--- config.mk ---
export PLATFORM = sky130hd
export DESIGN_NAME = tli_divider
export DESIGN_NICKNAME = d
export VERILOG_FILES = /design/src/tli_pkg.sv /design/src/tli_divider.sv
export SDC_FILE = /design/constraint.sdc
export NUM_CORES = 1
export LEC_CHECK = 0
export BUFFER_PORTS_ARGS = -buffer_cell sky130_fd_sc_hd__buf_2
export CORE_UTILIZATION = 55
export CTS_CLUSTER_DIAMETER = 60
export DETAILED_ROUTE_END_ITERATION = 16
export HOLD_SLACK_MARGIN = 0.05
export PLACE_DENSITY = 0.78
export SETUP_SLACK_MARGIN = 0.3
export SYNTH_ARGS = -nofsm -noshare
export SYNTH_HDL_FRONTEND = slang
export SYNTH_SLANG_ARGS = --single-unit
--- constraint.sdc ---
create_clock -name clk_i -period 5.35 [get_ports clk_i]
set_clock_uncertainty 0.1 [all_clocks]
set_input_delay 1.3375 -clock clk_i [delete_from_list [all_inputs] [get_ports clk_i]]
set_output_delay 1.3375 -clock clk_i [all_outputs]
set_load 0.03 [all_outputs]
--- src/tli_pkg.sv ---
// Shared types and constants for the table linear interpolator.
// No dependencies; used by every module under src.
package tli_pkg;

  localparam int unsigned ValW  = 32;            // Q16.16 data width
  localparam int unsigned DiffW = ValW + 1;      // width of a difference
  localparam int unsigned ProdW = 2 * DiffW;     // width of a product magnitude
  localparam int unsigned QuoLimW = 40;          // quotient bits that may be kept

  typedef enum logic [0:0] {
    OpLoad  = 1'b0,
    OpQuery = 1'b1
  } op_e;

  typedef struct packed {
    logic        start;
    logic [ProdW-1:0] dividend;
    logic [DiffW-1:0] divisor;
  } div_req_t;

  typedef struct packed {
    logic             done;
    logic             big;       // quotient does not fit in QuoLimW bits
    logic [QuoLimW:0] quotient;
  } div_rsp_t;

endpackage

--- src/tli_divider.sv ---
// Restoring divider, one quotient bit per cycle, for the interpolator.
// Depends on tli_pkg.
module tli_divider (
  input  logic               clk_i,
  input  logic               rst_ni,
  input  tli_pkg::div_req_t  req_i,
  output tli_pkg::div_rsp_t  rsp_o
);

  localparam int unsigned PW = tli_pkg::ProdW;
  localparam int unsigned DW = tli_pkg::DiffW;
  localparam int unsigned CntW = $clog2(PW + 1);

  logic [PW-1:0]   quo_q, quo_d;   // shifts dividend out, quotient in
  logic [DW:0]     rem_q, rem_d;
  logic [DW-1:0]   den_q, den_d;
  logic [CntW-1:0] cnt_q, cnt_d;
  logic            busy_q, busy_d;
  logic            done_q, done_d;
  logic [DW:0]     trial;
  logic [DW+1:0]   diff;

  always_comb begin
    quo_d  = quo_q;
    rem_d  = rem_q;
    den_d  = den_q;
    cnt_d  = cnt_q;
    busy_d = busy_q;
    done_d = 1'b0;
    trial  = {rem_q[DW-1:0], quo_q[PW-1]};
    diff   = {1'b0, trial} - {2'b00, den_q};
    if (req_i.start) begin
      quo_d  = req_i.dividend;
      rem_d  = '0;
      den_d  = req_i.divisor;
      cnt_d  = CntW'(PW);
      busy_d = 1'b1;
    end else if (busy_q) begin
      if (!diff[DW+1]) begin
        rem_d = diff[DW:0];
        quo_d = {quo_q[PW-2:0], 1'b1};
      end else begin
        rem_d = trial;
        quo_d = {quo_q[PW-2:0], 1'b0};
      end
      cnt_d = cnt_q - 1'b1;
      if (cnt_q == CntW'(1)) begin
        busy_d = 1'b0;
        done_d = 1'b1;
      end
    end
  end

  always_ff @(posedge clk_i or negedge rst_ni) begin
    if (!rst_ni) begin
      busy_q <= 1'b0;
      done_q <= 1'b0;
      cnt_q  <= '0;
    end else begin
      busy_q <= busy_d;
      done_q <= done_d;
      cnt_q  <= cnt_d;
    end
  end

  always_ff @(posedge clk_i) begin
    quo_q <= quo_d;
    rem_q <= rem_d;
    den_q <= den_d;
  end

  assign rsp_o.done     = done_q;
  assign rsp_o.big      = |quo_q[PW-1:tli_pkg::QuoLimW];
  assign rsp_o.quotient = {1'b0, quo_q[tli_pkg::QuoLimW-1:0]};

endmodule

==> results.md <==
- Outcome: complete, no violations
- Layout cells sized above 1: a little under a third
- Netlist area before placement: between 8000 and 9000 um2
- CTS Buf Count: 17
- Startpoint types: register
- R2r setup slk: 1.81 ns
- Library cells used by synthesis: between 60 and 70
- Post-Synth XOR/XNOR Area: 2.49%
- Placement Rows: 43
- First-pass GRT wire length: about 26000 um
- N_diodes: 0
- Initial DRC count: 400
- Main synth FF type: edfxtp_1
- Postcts setup bufs: 0
- Syn_nets: 900
- CTS Sinks: between 100 and 150
- Most frequent cells in the layout: buf_2 (142), edfxtp_1 (99), nand2_1 (70), mux2_2 (65), nor2_1 (56)
- Register area share after synthesis: 47.7%
- Hold depth: 2
- Top cell by count, worst path: inv_1
- Max IR drop VDD: around 0.23 mV
- Initial Util: between 50% and 60%
- NumNets Final: 985
- Post-Synth Adder-Cell Area: approximately 5.7%
- Worst reg2reg endpoint: rem_q[9]
- Hold slack: a little under 0.4 ns
- Max_cap viols: 0
- Hold Startpoint: rem_q[15]
- Register area: just under 4000 um2
- Reg-to-Reg Start: quo_q[65]
- Slowest stage delay, CP: 0.70 ns
- Compound-gate portion of the synthesized area: 14.1%
- Maximum number of pins on one net before global-route repair: between 100 and 150
- GR Util All Layers: between 20 and 25%
- Mapped Cells: approximately 760
- # H-tree levels: 4
- CP Max Fanout: 29
- FF+latch count, synth: roughly 140
- Worst path cell trace: inv_1 > ha_1 > inv_1 > fa_1 > a211oi_1 > o21ai_0 > nand4_1 > a21boi_2 > o21ai_2 > nand2_1 > o31ai_1 > a21oi_1
- Final Max Tran Viols: 0
- Die area: ~15000 um2
- RSZ-0062 raised after global routing: false
- Leakage dissipation: around 0.0039 uW
- Total grt overflow: 0
- Syn Area/Cell: approximately 11 um2
- Die width: around 120 um
- Post-placement cell count: between 1k and 1.5k
- Worst min-delay path endpoint: rem_q[16]
- Arrival time worst endpoint: about 3.7 ns
- Slew margin rel.: between 20% and 30%
- Tcrit/Tclk final: 66.1%
- Area of the multi-input gates: ~3600 um2
- DR WL/cell: approximately 16 um
- HPWL Detailed: ~11000 um
- Post-layout min period: between 3 and 4 ns
- Clk slew on worst S/H paths: around 0.070 ns
- CP required: ~5.5 ns
- Die Height: about 120 um
- Cell Pwr Density: roughly 320 nW/um2
- Commonest non-fill, non-tap cell in the layout: buf_2
- Reg2Reg Depth: 12
- I/O pin count: 145
- TritonCTS clock tree: built
- Ys async rst share: ~6.4%
- Clk_lat worst skew: ~0.42 ns
- Largest family of logic cells by synthesized area: compound AO/OA/AOI/OAI gates
- Final setup violation count: 0
- First-pass DRT Iterations: 5
- Final Hold Viols: 0
- Vias in the first global route: ~5.4k
- Via count: around 5.9k
- Syn. warnings: 0
- Post-CTS Hold Buffers: 0
- Core ar.: around 14000 um2
- Finished Layout Cells: ~1.0k
- Gpl congestion: 0.856
- Synth Area in Simple Gates: 12.6%
- CTS root buffer: clkbuf_16
- DRC viols: 0
- Number of fill cells: 1117
- Resized cells post-CTS: 0
- Routed WL: around 16000 um
- Worst min path class: register to register
- Fin Setup TNS: 0 ns
- Critical path class: register to register
- Vias per cell: between 5 and 6
- Fmax: about 280 MHz
- Mux contribution to synthesized area: 9.17%
- Clock buffer depth: 2
- Worst slew pin tran: ~1.1 ns
- Antenna-violating nets left: 0
- Post-synth EDFFs: between 90 and 100
- Initial antenna violation count: 0
- Slowest stage cell, crit path: nand2_1
- Area growth syn-to-layout: 13.3%
- Setup crit end kind: register
- Port Buf Inserts: around 140
## critical path: cells and delay by family, from the launching register on
| kind | cells | cell delay, ns |
|---|---|---|
| simple gates | 2 | 0.91 |
| flops | 1 | 0.42 |
| buf+inv | 2 | 0.13 |
| compound gates | 6 | 1.23 |
| fa+ha+maj | 2 | 0.58 |
## metal layers
metal | wire length, um | GRT usage [%]
met5 | 0 | 0
met4 | 136 | 5.50
met3 | 803 | 6.37
met2 | 7770 | 34.3
met1 | 7550 | 30.2
## cell usage after synthesis (5+ instances only)
cell type	count	area, um2
a211oi_1	9	67.6
a21o_1	19	143
a21oi_1	31	155
a311oi_1	25	219
buf_2	8	40.0
buf_4	42	315
buf_6	5	56.3
clkbuf_1	25	93.8
dfrtp_1	9	225
dfxtp_1	33	661
edfxtp_1	99	2970
ha_1	35	438
inv_1	42	158
mux2_2	65	732
nand2_1	70	263
nand2b_1	5	31.3
nand3_1	18	90.1
nand4_1	9	56.3
nor2_1	56	210
nor3_1	12	60.1
nor4_1	9	56.3
o21a_1	5	37.5
o21ai_0	25	125
o31ai_1	5	37.5
or3_1	12	75.1
xnor2_1	11	96.3
xor2_1	12	105
## cells by family (layout without fill, tap and decap cells)
| group | Yosys count | after routing |
|---|---|---|
| buf+inv | 123 | 221 |
| simple gates | 213 | 213 |
| fa+ha+maj | 36 | 36 |
| mux | 66 | 66 |
| other cells | 1 | 1 |
| xor+xnor | 23 | 23 |
| compound gates | 159 | 159 |
| flops | 141 | 141 |
## cell type report
type / instances / share of cell area, %
Inverter: 43 / 1.76
Sequential cell: 141 / 42.1
Tap cell: 180 / 2.46
Clock buffer: 17 / 4.64
Timing Repair Buffer: 146 / 8.21
Multi-Input combinational cell: 498 / 38.9
Clock inverter: 15 / 1.91
## worst max-delay path by stage
stage / startpoint / cells past startpoint / to
6_report: quo_q[65] / 12 / rem_q[9]
5_1_grt: quo_q[65] / 12 / rem_q[9]
4_1_cts: quo_q[65] / 12 / rem_q[9]
3_5_place_dp: quo_q[65] / 12 / rem_q[9]
3_3_place_gp: quo_q[65] / 12 / rem_q[9]
2_1_floorplan: req_i[99] / 3 / quo_q[0]
## power by group
group	switching (uW)	total, uW	internal, uW
logic	256	442	186
clock network	505	1210	706
registers	52.6	1330	1270
total	813	2980	2170
## through the flow
stage	area, um2	util (%)	worst slack [ns]	power, uW
after floorplan	8100	-	1.86	1700
after global placement	8570	60.8	1.92	1780
after detailed placement	8570	60.8	1.82	1790
after CTS	9170	65.1	1.81	3000
after global routing	9170	65.1	1.50	3100
final	9170	65.1	1.81	2980
## flip-flops by register name, summed over array words and instances, names as in the netlist
signal	flops
done_q	1
busy_q	1
quo_q	66
rem_q	33
cnt_q	7
den_q	33
Power figures use the tool's default switching activity.
